[src/hdl/tcom_pkg.sv]
// package for the track current overload monitor
// holds widths, codes, word types and the average update function
// no dependencies
`default_nettype none

package tcom_pkg;

  // fixed point format of the average
  localparam int ADC_BITS      = 10;
  localparam int FRACTION_BITS = 16;
  localparam int ACC_W         = ADC_BITS + FRACTION_BITS;

  // field widths
  localparam int ACTION_W  = 2;
  localparam int READING_W = 10;
  localparam int MODE_W    = 2;
  localparam int LEVEL_W   = 10;
  localparam int PERIOD_W  = 16;
  localparam int WEIGHT_W  = 16;
  localparam int TRIP_W    = 10;

  // bus widths
  localparam int IN_DATA_W  = 16;
  localparam int OUT_DATA_W = 16;
  localparam int CFG_IDX_W  = 2;
  localparam int CFG_DATA_W = 16;

  // register reset values
  localparam logic [PERIOD_W-1:0] PERIOD_RST = PERIOD_W'(10);
  localparam logic [WEIGHT_W-1:0] WEIGHT_RST = WEIGHT_W'(655);
  localparam logic [TRIP_W-1:0]   TRIP_RST   = TRIP_W'(300);

  localparam logic [PERIOD_W-1:0] COUNT_MAX = '1;
  localparam logic [LEVEL_W-1:0]  LEVEL_MAX = '1;

  // configuration register indexes
  localparam logic [CFG_IDX_W-1:0] REG_SAMPLE_PERIOD    = CFG_IDX_W'(0);
  localparam logic [CFG_IDX_W-1:0] REG_SMOOTHING_FACTOR = CFG_IDX_W'(1);
  localparam logic [CFG_IDX_W-1:0] REG_TRIP_LEVEL       = CFG_IDX_W'(2);

  localparam logic [ACTION_W-1:0] ACT_TICK      = ACTION_W'(0);
  localparam logic [ACTION_W-1:0] ACT_POWER_ON  = ACTION_W'(1);
  localparam logic [ACTION_W-1:0] ACT_POWER_OFF = ACTION_W'(2);

  localparam logic [MODE_W-1:0] MODE_OFF       = MODE_W'(0);
  localparam logic [MODE_W-1:0] MODE_ON        = MODE_W'(1);
  localparam logic [MODE_W-1:0] MODE_EMERGENCY = MODE_W'(2);

  typedef struct packed {
    logic [ACTION_W-1:0]  action;
    logic [READING_W-1:0] adc_value;
  } item_t;

  typedef struct packed {
    logic [MODE_W-1:0]  power_state;
    logic               track_enable;
    logic               sampled;
    logic               tripped;
    logic [LEVEL_W-1:0] smoothed_level;
  } result_t;

  localparam int PROD_W = ACC_W + 1 + WEIGHT_W + 1;

  // A' = A + floor((x*2^F - A) * a / 2^16), same as the two-product form
  function automatic logic [ACC_W-1:0] fold_sample(
    input logic [ACC_W-1:0]     acc,
    input logic [READING_W-1:0] reading,
    input logic [WEIGHT_W-1:0]  weight
  );
    logic signed [ACC_W:0]    x_fix;
    logic signed [ACC_W:0]    diff;
    logic signed [PROD_W-1:0] prod;
    logic signed [PROD_W-1:0] step;
    logic signed [PROD_W-1:0] sum;
    x_fix = signed'((ACC_W + 1)'(reading) << FRACTION_BITS);
    diff  = x_fix - signed'({1'b0, acc});
    prod  = PROD_W'(diff) * PROD_W'(signed'({1'b0, weight}));
    step  = prod >>> WEIGHT_W;
    sum   = PROD_W'(signed'({1'b0, acc})) + step;
    return sum[ACC_W-1:0];
  endfunction

endpackage

`default_nettype wire

[src/hdl/tcom_in_reg.sv]
// input register stage of the overload monitor
// depends on tcom_pkg
`default_nettype none

module tcom_in_reg (
  input  wire logic           clk,
  input  wire logic           rst_n,
  input  wire logic           up_valid,
  output logic                up_ready,
  input  wire tcom_pkg::item_t up_item,
  input  wire logic           dn_advance,
  output logic                dn_valid,
  output tcom_pkg::item_t     dn_item
);

  logic            valid_r;
  logic            valid_nxt;
  tcom_pkg::item_t item_r;

  assign up_ready  = !valid_r || dn_advance;
  assign valid_nxt = up_ready ? up_valid : valid_r;

  always_ff @(posedge clk) begin
    if (!rst_n) begin
      valid_r <= 1'b0;
    end else begin
      valid_r <= valid_nxt;
    end
  end

  always_ff @(posedge clk) begin
    if (up_ready && up_valid) begin
      item_r <= up_item;
    end
  end

  assign dn_valid = valid_r;
  assign dn_item  = item_r;

endmodule

`default_nettype wire

[src/hdl/tcom_core.sv]
// monitor core: config registers, tick counter, average and power mode
// depends on tcom_pkg
`default_nettype none

module tcom_core (
  input  wire logic                               clk,
  input  wire logic                               rst_n,
  input  wire logic                               cfg_wr_en,
  input  wire logic [tcom_pkg::CFG_IDX_W-1:0]     cfg_index,
  input  wire logic [tcom_pkg::CFG_DATA_W-1:0]    cfg_wdata,
  input  wire logic                               fire,
  input  wire tcom_pkg::item_t                    item,
  output tcom_pkg::result_t                       result
);

  logic [tcom_pkg::PERIOD_W-1:0] period_r;
  logic [tcom_pkg::WEIGHT_W-1:0] weight_r;
  logic [tcom_pkg::TRIP_W-1:0]   trip_r;

  logic [tcom_pkg::ACC_W-1:0]    acc_r,  acc_nxt;
  logic [tcom_pkg::PERIOD_W-1:0] cnt_r,  cnt_nxt;
  logic [tcom_pkg::MODE_W-1:0]   mode_r, mode_nxt;

  logic [tcom_pkg::PERIOD_W-1:0] cnt_inc;
  logic [tcom_pkg::ACC_W-1:0]    acc_fold;
  logic [tcom_pkg::ACC_W:0]      trip_fix;
  logic [tcom_pkg::ACC_W-1:0]    level_full;
  logic                          sampled;
  logic                          tripped;

  always_ff @(posedge clk) begin
    if (!rst_n) begin
      period_r <= tcom_pkg::PERIOD_RST;
      weight_r <= tcom_pkg::WEIGHT_RST;
      trip_r   <= tcom_pkg::TRIP_RST;
    end else if (cfg_wr_en) begin
      unique case (cfg_index)
        tcom_pkg::REG_SAMPLE_PERIOD:    period_r <= cfg_wdata[tcom_pkg::PERIOD_W-1:0];
        tcom_pkg::REG_SMOOTHING_FACTOR: weight_r <= cfg_wdata[tcom_pkg::WEIGHT_W-1:0];
        tcom_pkg::REG_TRIP_LEVEL:       trip_r   <= cfg_wdata[tcom_pkg::TRIP_W-1:0];
        default: ;
      endcase
    end
  end

  assign cnt_inc  = (cnt_r != tcom_pkg::COUNT_MAX) ? cnt_r + 1'b1 : cnt_r;
  assign acc_fold = tcom_pkg::fold_sample(acc_r, item.adc_value, weight_r);
  assign trip_fix = (tcom_pkg::ACC_W + 1)'(trip_r) << tcom_pkg::FRACTION_BITS;

  always_comb begin
    acc_nxt  = acc_r;
    cnt_nxt  = cnt_r;
    mode_nxt = mode_r;
    sampled  = 1'b0;
    tripped  = 1'b0;
    unique case (item.action)
      tcom_pkg::ACT_TICK: begin
        cnt_nxt = cnt_inc;
        if (cnt_inc >= period_r) begin
          cnt_nxt = '0;
          acc_nxt = acc_fold;
          sampled = 1'b1;
          if (mode_r == tcom_pkg::MODE_ON && {1'b0, acc_fold} > trip_fix) begin
            mode_nxt = tcom_pkg::MODE_EMERGENCY;
            tripped  = 1'b1;
          end
        end
      end
      tcom_pkg::ACT_POWER_ON:  mode_nxt = tcom_pkg::MODE_ON;
      tcom_pkg::ACT_POWER_OFF: mode_nxt = tcom_pkg::MODE_OFF;
      default: ;
    endcase
  end

  always_ff @(posedge clk) begin
    if (!rst_n) begin
      acc_r  <= '0;
      cnt_r  <= '0;
      mode_r <= tcom_pkg::MODE_OFF;
    end else if (fire) begin
      acc_r  <= acc_nxt;
      cnt_r  <= cnt_nxt;
      mode_r <= mode_nxt;
    end
  end

  assign level_full = acc_nxt >> tcom_pkg::FRACTION_BITS;

  always_comb begin
    result.power_state  = mode_nxt;
    result.track_enable = (mode_nxt == tcom_pkg::MODE_ON);
    result.sampled      = sampled;
    result.tripped      = tripped;
    result.smoothed_level = (level_full > tcom_pkg::ACC_W'(tcom_pkg::LEVEL_MAX)) ?
                            tcom_pkg::LEVEL_MAX : level_full[tcom_pkg::LEVEL_W-1:0];
  end

endmodule

`default_nettype wire

[src/hdl/tcom_out_reg.sv]
// result register stage of the overload monitor
// depends on tcom_pkg
`default_nettype none

module tcom_out_reg (
  input  wire logic              clk,
  input  wire logic              rst_n,
  input  wire logic              up_valid,
  output logic                   up_advance,
  input  wire tcom_pkg::result_t up_result,
  output logic                   dn_valid,
  input  wire logic              dn_ready,
  output tcom_pkg::result_t      dn_result
);

  logic              valid_r;
  logic              valid_nxt;
  tcom_pkg::result_t result_r;

  assign up_advance = !valid_r || dn_ready;
  assign valid_nxt  = up_advance ? up_valid : valid_r;

  always_ff @(posedge clk) begin
    if (!rst_n) begin
      valid_r <= 1'b0;
    end else begin
      valid_r <= valid_nxt;
    end
  end

  always_ff @(posedge clk) begin
    if (up_advance && up_valid) begin
      result_r <= up_result;
    end
  end

  assign dn_valid  = valid_r;
  assign dn_result = result_r;

endmodule

`default_nettype wire

[src/hdl/track_current_overload_monitor.sv]
// top level of the track current overload monitor
// depends on tcom_pkg, tcom_in_reg, tcom_core, tcom_out_reg
//
// usage:
//   in_*  stream: one word per event; in_tuser is the action (tick with a
//         current sample, power on, power off), in_tdata the converter reading
//   out_* stream: exactly one result word per input word, in order
//   cfg_* write port: sample period, smoothing factor and trip level, written
//         while the block is idle; unknown indexes are ignored
// path: an accepted word is held in the input register, then its result in the result register, which drives out_tvalid
// throughput: one word per cycle while out_tready is high; the average update
//   (one subtract, one 27x17 multiply and one add) sits between the input
//   register and the result register
// reset (rst_n low, synchronous): both stages empty, power off, average and
//   tick counter zero, registers back to their defaults
// receiver stall: the result register holds its word; the input register takes
//   one more word if it is empty, then in_tready drops until out_tready returns
`default_nettype none

module track_current_overload_monitor (
  input  wire logic                               clk,
  input  wire logic                               rst_n,
  // input stream
  input  wire logic                               in_tvalid,
  output logic                                    in_tready,
  input  wire logic [tcom_pkg::IN_DATA_W-1:0]     in_tdata,  // [9:0] adc_value, rest zero
  input  wire logic [tcom_pkg::ACTION_W-1:0]      in_tuser,  // [1:0] action
  // result stream
  output logic                                    out_tvalid,
  input  wire logic                               out_tready,
  // [1:0] power_state, [2] track_enable, [3] sampled, [4] tripped,
  // [14:5] smoothed_level, [15] zero
  output logic [tcom_pkg::OUT_DATA_W-1:0]         out_tdata,
  // configuration writes
  input  wire logic                               cfg_wr_en,
  input  wire logic [tcom_pkg::CFG_IDX_W-1:0]     cfg_index,
  input  wire logic [tcom_pkg::CFG_DATA_W-1:0]    cfg_wdata
);

  tcom_pkg::item_t   in_item;
  tcom_pkg::item_t   stage_item;
  tcom_pkg::result_t core_result;
  tcom_pkg::result_t out_result;
  logic              stage_valid;
  logic              stage_advance;
  logic              fire;

  // unpack the incoming word
  assign in_item.action    = in_tuser;
  assign in_item.adc_value = in_tdata[tcom_pkg::READING_W-1:0];

  tcom_in_reg u_in_reg (
    .clk        (clk),
    .rst_n      (rst_n),
    .up_valid   (in_tvalid),
    .up_ready   (in_tready),
    .up_item    (in_item),
    .dn_advance (stage_advance),
    .dn_valid   (stage_valid),
    .dn_item    (stage_item)
  );

  // state moves only when the registered item passes into the result stage
  assign fire = stage_valid && stage_advance;

  tcom_core u_core (
    .clk       (clk),
    .rst_n     (rst_n),
    .cfg_wr_en (cfg_wr_en),
    .cfg_index (cfg_index),
    .cfg_wdata (cfg_wdata),
    .fire      (fire),
    .item      (stage_item),
    .result    (core_result)
  );

  tcom_out_reg u_out_reg (
    .clk        (clk),
    .rst_n      (rst_n),
    .up_valid   (stage_valid),
    .up_advance (stage_advance),
    .up_result  (core_result),
    .dn_valid   (out_tvalid),
    .dn_ready   (out_tready),
    .dn_result  (out_result)
  );

  // pack the result word, power state in the lowest bits
  assign out_tdata = tcom_pkg::OUT_DATA_W'({out_result.smoothed_level,
                                            out_result.tripped,
                                            out_result.sampled,
                                            out_result.track_enable,
                                            out_result.power_state});

endmodule

`default_nettype wire

[config.mk]
export PLATFORM = sky130hd
export DESIGN_NAME = track_current_overload_monitor
export DESIGN_NICKNAME = d
export VERILOG_FILES = /design/src/hdl/tcom_pkg.sv /design/src/hdl/tcom_in_reg.sv /design/src/hdl/tcom_core.sv /design/src/hdl/tcom_out_reg.sv /design/src/hdl/track_current_overload_monitor.sv
export SDC_FILE = /design/constraint.sdc
export NUM_CORES = 1
export LEC_CHECK = 0
export ABC_AREA = 0
export BUFFER_PORTS_ARGS = -buffer_cell sky130_fd_sc_hd__buf_2
export CAP_MARGIN = 20
export CORE_UTILIZATION = 60
export CTS_CLUSTER_DIAMETER = 50
export DETAILED_ROUTE_END_ITERATION = 10
export PLACE_DENSITY = 0.77
export SETUP_SLACK_MARGIN = 0.05
export SLEW_MARGIN = 20
export SYNTH_ARGS = -nofsm -noshare
export SYNTH_HDL_FRONTEND = slang
export SYNTH_HIERARCHICAL = 1
export SYNTH_SLANG_ARGS = --single-unit
[constraint.sdc]
create_clock -name clk -period 37.1 [get_ports clk]
set_input_delay 7.42 -clock clk [delete_from_list [all_inputs] [get_ports clk]]
set_output_delay 7.42 -clock clk [all_outputs]
set_load 0.01 [all_outputs]
==> results of run 1 <==
## final cells by class
class | instances | area, sq um
inverters | 546 | 2050
flip-flops and latches | 115 | 2580
well taps | 461 | 577
repair buffers | 88 | 533
multi-input cells | 1751 | 17000
clock buffers | 17 | 425
fillers | 2959 | 12400
clock inverters | 15 | 181
## state kept, by name, summed over array words and instances (netlist names)
| name | cells |
|---|---|
| u_core/acc_r | 26 |
| u_in_reg/dn_item | 12 |
| u_core/weight_r | 16 |
| u_core/trip_r | 10 |
| u_out_reg/dn_result | 15 |
| u_core/cnt_r | 16 |
| u_core/period_r | 16 |
| u_in_reg/dn_valid | 1 |
| u_out_reg/dn_valid | 1 |
| u_core/mode_r | 2 |
## layout by cell type, fill, tap and decap left out, types with 51 or more instances in the layout
| master | n |
|---|---|
| nand2_1 | 418 |
| nor2_1 | 58 |
| xnor2_1 | 53 |
| fa_1 | 406 |
| a21oi_1 | 54 |
| inv_1 | 546 |
| dfxtp_1 | 81 |
| buf_2 | 51 |
| a21boi_0 | 51 |
| and2_1 | 184 |
| ha_1 | 165 |
## critical path, delay by kind of cell
family,cells,cell delay [ns]
simple gates,2,0.30
buf+inv,2,0.24
## cell usage after synthesis, types with 7 or more instances
cell type and number:
and2_1 184, o21ai_0 41, nand3_1 28, or3_1 11
a21oi_1 54, o21bai_1 8, nand2_1 418, a31oi_1 10
o21a_1 11, dfxtp_1 88, nor3_1 15, edfxtp_1 27
nor3b_1 9, and3_1 12, nor2_1 58, o21ai_1 10
nor2b_1 14, xnor2_1 58, xor2_1 29, ha_1 165
nand2b_1 12, a21boi_0 51, o211ai_1 13, fa_1 406
nand4_1 12, a21o_1 27, a211oi_1 7, clkbuf_1 95
inv_1 546
## worst max path at each step
stage / from / endpoint / slack [ns]
floorplan: out_tready / in_tready / 21.97
global placement: out_tready / in_tready / 21.74
detailed placement: out_tready / in_tready / 21.73
CTS: out_tready / in_tready / 21.73
global route: out_tready / in_tready / 21.70
finish: out_tready / in_tready / 21.73
## logic make-up (layout without fill, tap and decap cells)
kind of cell	count (synthesis)	count (layout)	synth area share, %
simple gates	807	807	17.8
buf+inv	650	666	11.2
fa+ha+maj	571	571	46.5
compound gates	275	275	8.59
flops	115	115	11.7
xor+xnor	91	91	3.80
mux	6	6	0.308
other cells	1	1	0.0171
## through the flow
step / instances / instance area (sq um) / hold WS (ns) / setup slack, ns / utilization (%)
global placement: 2961 / 22700 / 0.453 / 21.74 / 63.5
global route: 2993 / 23300 / 0.489 / 21.70 / 65.3
finish: 2993 / 23300 / 0.472 / 21.73 / 65.3
floorplan: 2516 / 21900 / 0.443 / 21.97 / -
detailed placement: 2961 / 22700 / 0.456 / 21.73 / 63.5
CTS: 2993 / 23300 / 0.472 / 21.73 / 65.2
## routing by layer
| layer | wire length (um) | GRT usage [%] |
|---|---|---|
| met1 | 21500 | 40.5 |
| met2 | 26000 | 52.1 |
| met3 | 3780 | 4.54 |
| met4 | 961 | 7.42 |
| met5 | 0 | 0 |
==> impl_results.md, run 1 <==
* Final period utilization at 41.4%
* Worst-Margin Slew at approximately 1.0 ns
* PortBufs at between 50 and 60
* Ant. Diodes at 0
* Synth area leader: fa_1
* Final #Nets at ~3100
* Status: finished, final reports clean
* Setup-failing EPs final at 0
* Die X-Extent at 193 um
* Drt drc at 0
* Mapped cell area at 21900 sq um
* Worst-skew pair later-pin latency at 0.42 ns
* HPWL Detailed at 40700 um
* H-tree depth at 4
* Critical path fanouts, max at 4
* CP max stage delay at approximately 0.15 ns
* Max-cap violations at 0
* CTS hold repair buffers at 0
* CP Capture Type: primary output
* Layout cells sized above 1 at 7.07%
* Synthesized area per cell at approximately 8.7 sq um
* Root Driver: clkbuf_16
* First-pass DRT Iterations at 7
* Clock Sinks at 115
* Sequential share of the synthesized area at about an eighth
* Final clock skew at 0.00972 ns
* Initial Util at 61.3%
* Row cnt at 69
* Total number of vias at 16600
* FF+latch count, synth at between 100 and 150
* WP data arrival at roughly 8 ns
* Number of I/O pins at 59
* Flop2flop setup slack at 23.32 ns
* WS Path Type: input pin to primary output
* Syn Nets at 3128
* Largest net degree at the start of global routing at 93
* Top cell type's share of synthesized area at between 30 and 40%
* EDFF count, synth at 27
* Initial antenna violation count at 0
* Aggregate routed wire length at 52200 um
* Final Max Tran Viols at 0
* Crit-path cells: buf_2 -> nand2b_4 -> nand2b_4 -> buf_2
* Fin crit period at 15.37 ns
* Critical Path RT at 29.68 ns
* Yosys warns at 6
* Hold Path Cell Cnt at 2
* Clock tree from TritonCTS: yes
* DR iter-0 viols at 979
* R2R Path End: u_out_reg/dn_result[14]
* Vias per cell at 5.56
* Drt wl/cell at 17.5 um
* Post-DRT Antenna Nets at 0
* Clock buffer depth at 2
* Tot GR Track Use at 30.4%
* Final GP Congestion at approximately 0.91
* Worst hold endpoint: u_core/trip_r[4]
* First-pass GRT wire length at 88000 um
* Setup TNS Final at 0 ns
* Unique masters post-synth at 83
* Min-delay worst type: register to register
* Core ar. at 35700 sq um
* Synth area leaders: fa_1 (37%), ha_1 (9.4%), inv_1 (9.3%), dfxtp_1 (8.0%), nand2_1 (7.2%)
* Post-Syn Instances at 2516
* Reg2reg path depth at 44
* Worst r2r src: u_core/acc_r[0]
* Relative max-transition margin at 30.2%
* CTS resizes at 0
* Vias in the first global route at 17600
* Die height at 193 um
* Main synth FF type: dfxtp_1
* Asr flop ratio synth at 0%
* Syn-to-layout area delta at 6.40%
* Hold path startpoint: u_core/trip_r[4]
* Clock Pin Slew Worst Setup and Hold Paths at 0.06 ns
* RSZ-0062 raised after global routing: false
* Max Fclk at between 0.06 and 0.07 GHz
* Remaining Overflow, GRT at 0
* Final hold vios at 0
* Total CTS buffers at 17
* Startpoint types: input pin
* DIE AREA at 37300 sq um
* Critical path's slowest cell: nand2b_4
* Postcts setup bufs at 0
Power of run 1 is not shown: default switching activity piles up to over one toggle a cycle in this logic, so the estimate is an artifact.
==> run 2: changes to the inputs <==
clock period = 14.35 ns   (was 37.1 ns; I/O delays follow)
==> run 2 against run 1 <==
Global-route usage rose by 0.34 points. Critical path depth is 41 higher. Setup slack got worse by 21 ns. Cell area about the same. Count of clock-buffer cells in the layout rose by 1. Final cell count is 0.23% higher. First-iteration DRC count increased by 16%. Die area did not move. Routed wire length grew 2.2%.
==> impl_results.md, run 2 (same netlist as run 1, synthesis figures left out) <==
* Status: finished, final reports clean
* Die X-Extent at 193 um (unchanged)
* RSZ-0062 raised after global routing: false
* Final GP Congestion at 0.898 (-1.0%)
* Flop2flop setup slack at 0.94 ns (-22.38 ns)
* Critical path fanouts, max at 7 (+3)
* Final hold vios at 0 (unchanged)
* Total number of vias at 16800 (+1.0%)
* Most frequent cells in the layout: inv_1 (546), nand2_1 (418), fa_1 (406)
* Critical Path RT at 14.51 ns (-15.17 ns)
* Number of I/O pins at 59 (unchanged)
* Row cnt at 69 (unchanged)
* Drt drc at 0 (unchanged)
* Clock Pin Slew Worst Setup and Hold Paths at 0.05 ns (about the same)
* Final Max Tran Viols at 0 (unchanged)
* Postcts setup bufs at 0 (unchanged)
* WP data arrival at 13.57 ns (+5.62 ns)
* Post-DRT Antenna Nets at 0 (unchanged)
* Layout cells sized above 1 at 6.90% (-0.17 points)
* Largest net degree at the start of global routing at 93 (unchanged)
* Syn-to-layout area delta at 6.36% (about the same)
* PortBufs at 51 (unchanged)
* Fin crit period at 13.41 ns
* Vias in the first global route at 17700 (+0.70%)
* Relative max-transition margin at 28.0% (-2.2 points)
* CTS hold repair buffers at 0 (unchanged)
* WS Path Type: register to register
* Final #Nets at 3135 (+0.13%)
* Root Driver: clkbuf_16
* DR iter-0 viols at 1135 (+16%)
* Total CTS buffers at 17 (unchanged)
* Drt wl/cell at 17.8 um (+1.9%)
* Worst-Margin Slew at 1.08 ns (+0.0362 ns)
* Die height at 193 um (unchanged)
* Worst-skew pair later-pin latency at 0.41 ns (about the same)
* Register bank with the most flops: u_core/acc_r
* HPWL Detailed at 42100 um (+3.3%)
* Initial antenna violation count at 0 (unchanged)
* CP max stage delay at 0.56 ns (+0.41 ns)
* Fill cells at 2956 (-0.10%)
* Aggregate routed wire length at 53400 um (+2.2%)
* Initial Util at 61.3% (unchanged)
* Max Fclk at roughly 0.075 GHz
* Remaining Overflow, GRT at 0 (unchanged)
* Max-cap violations at 0 (unchanged)
* Core ar. at 35700 sq um (unchanged)
* Min-delay worst type: register to register
* First-pass GRT wire length at 88800 um (+0.93%)
* Cell mode on critical path: fa_1
* Tot GR Track Use at 30.7% (+0.34 points)
* Clock tree from TritonCTS: yes
* Critical path's slowest cell: fa_1
* Number of flip-flops under the largest register name at 26 (unchanged)
* Commonest non-fill, non-tap cell in the layout: inv_1
* CTS resizes at 0 (unchanged)
* H-tree depth at 4 (unchanged)
* Final clock skew at 0.00903 ns (-0.000683 ns)
* Setup TNS Final at 0 ns (unchanged)
* Final period utilization at ~93%
* DIE AREA at 37300 sq um (unchanged)
* Vias per cell at 5.60 (+0.77%)
* Setup-failing EPs final at 0 (unchanged)
* CP Capture Type: register
* Startpoint types: register
* Clock buffer depth at 2 (unchanged)
* Clock Sinks at 115 (unchanged)
* First-pass DRT Iterations at 8 (+1)
[run 2: cell count changes in the layout (fill, tap and decap cells not counted), sizes merged]
| cell | previous run | this run |
|---|---|---|
| clkbuf | 17 | 18 |
| inv | 549 | 547 |
| buf | 88 | 92 |
| diode | 0 | 3 |
| clkinv | 5 | 8 |
| clkinvlp | 4 | 2 |
[run 2: stage by stage]
| stage | util, % | hold WS [ns] | std cells | setup slack, ns | cell area [sq um] |
|---|---|---|---|---|---|
| global route | 65.2 | 0.489 | 2997 | 0.194 | 23300 |
| finish | 65.2 | 0.467 | 3000 | 0.941 | 23300 |
| CTS | 65.2 | 0.469 | 2997 | 0.976 | 23300 |
| detailed placement | 63.5 | 0.462 | 2965 | 0.992 | 22700 |
| global placement | 63.5 | 0.454 | 2965 | 1.18 | 22700 |
| floorplan | - | 0.443 | 2516 | 2.53 | 21900 |
[run 2: final cells by class]
type	count	area (sq um)	area share (%)
Clock buffer	18	429	1.84
Sequential cell	115	2580	11.1
Antenna cell	3	7.51	0.0322
Tap cell	461	577	2.47
Multi-Input combinational cell	1751	16900	72.7
Clock inverter	14	163	0.698
Inverter	546	2050	8.79
Timing Repair Buffer	92	563	2.42
[run 2: worst paths after layout]
path	end	cells after the start	startpoint
max	u_out_reg/dn_result[14]	45	u_core/acc_r[2]
min	u_core/trip_r[9]	2	u_core/trip_r[9]
max reg2reg	u_out_reg/dn_result[14]	45	u_core/acc_r[2]
min reg2reg	u_core/trip_r[9]	2	u_core/trip_r[9]
[run 2: worst max-delay path, delay by kind of cell, from the launching register on]
kind                     cells  cell delay (ns)
adder cells (fa/ha/maj)      9             4.03
AND/OR/NAND/NOR             14             3.73
AO/OA/AOI/OAI               14             3.40
XOR/XNOR                     4             1.18
buffers and inverters        4             0.41
flip-flops                   1             0.37
[run 2: routing by layer]
layer | vias to the layer above | routed length, um | GRT usage (%)
met3 | 136 | 3710 | 5.14
met5 | - | 0 | 0
li1 | 7666 | - | -
met4 | 0 | 1550 | 9.65
met2 | 576 | 26400 | 52.3
met1 | 8418 | 21800 | 40.1
Power of run 2 is left out for the same reason.
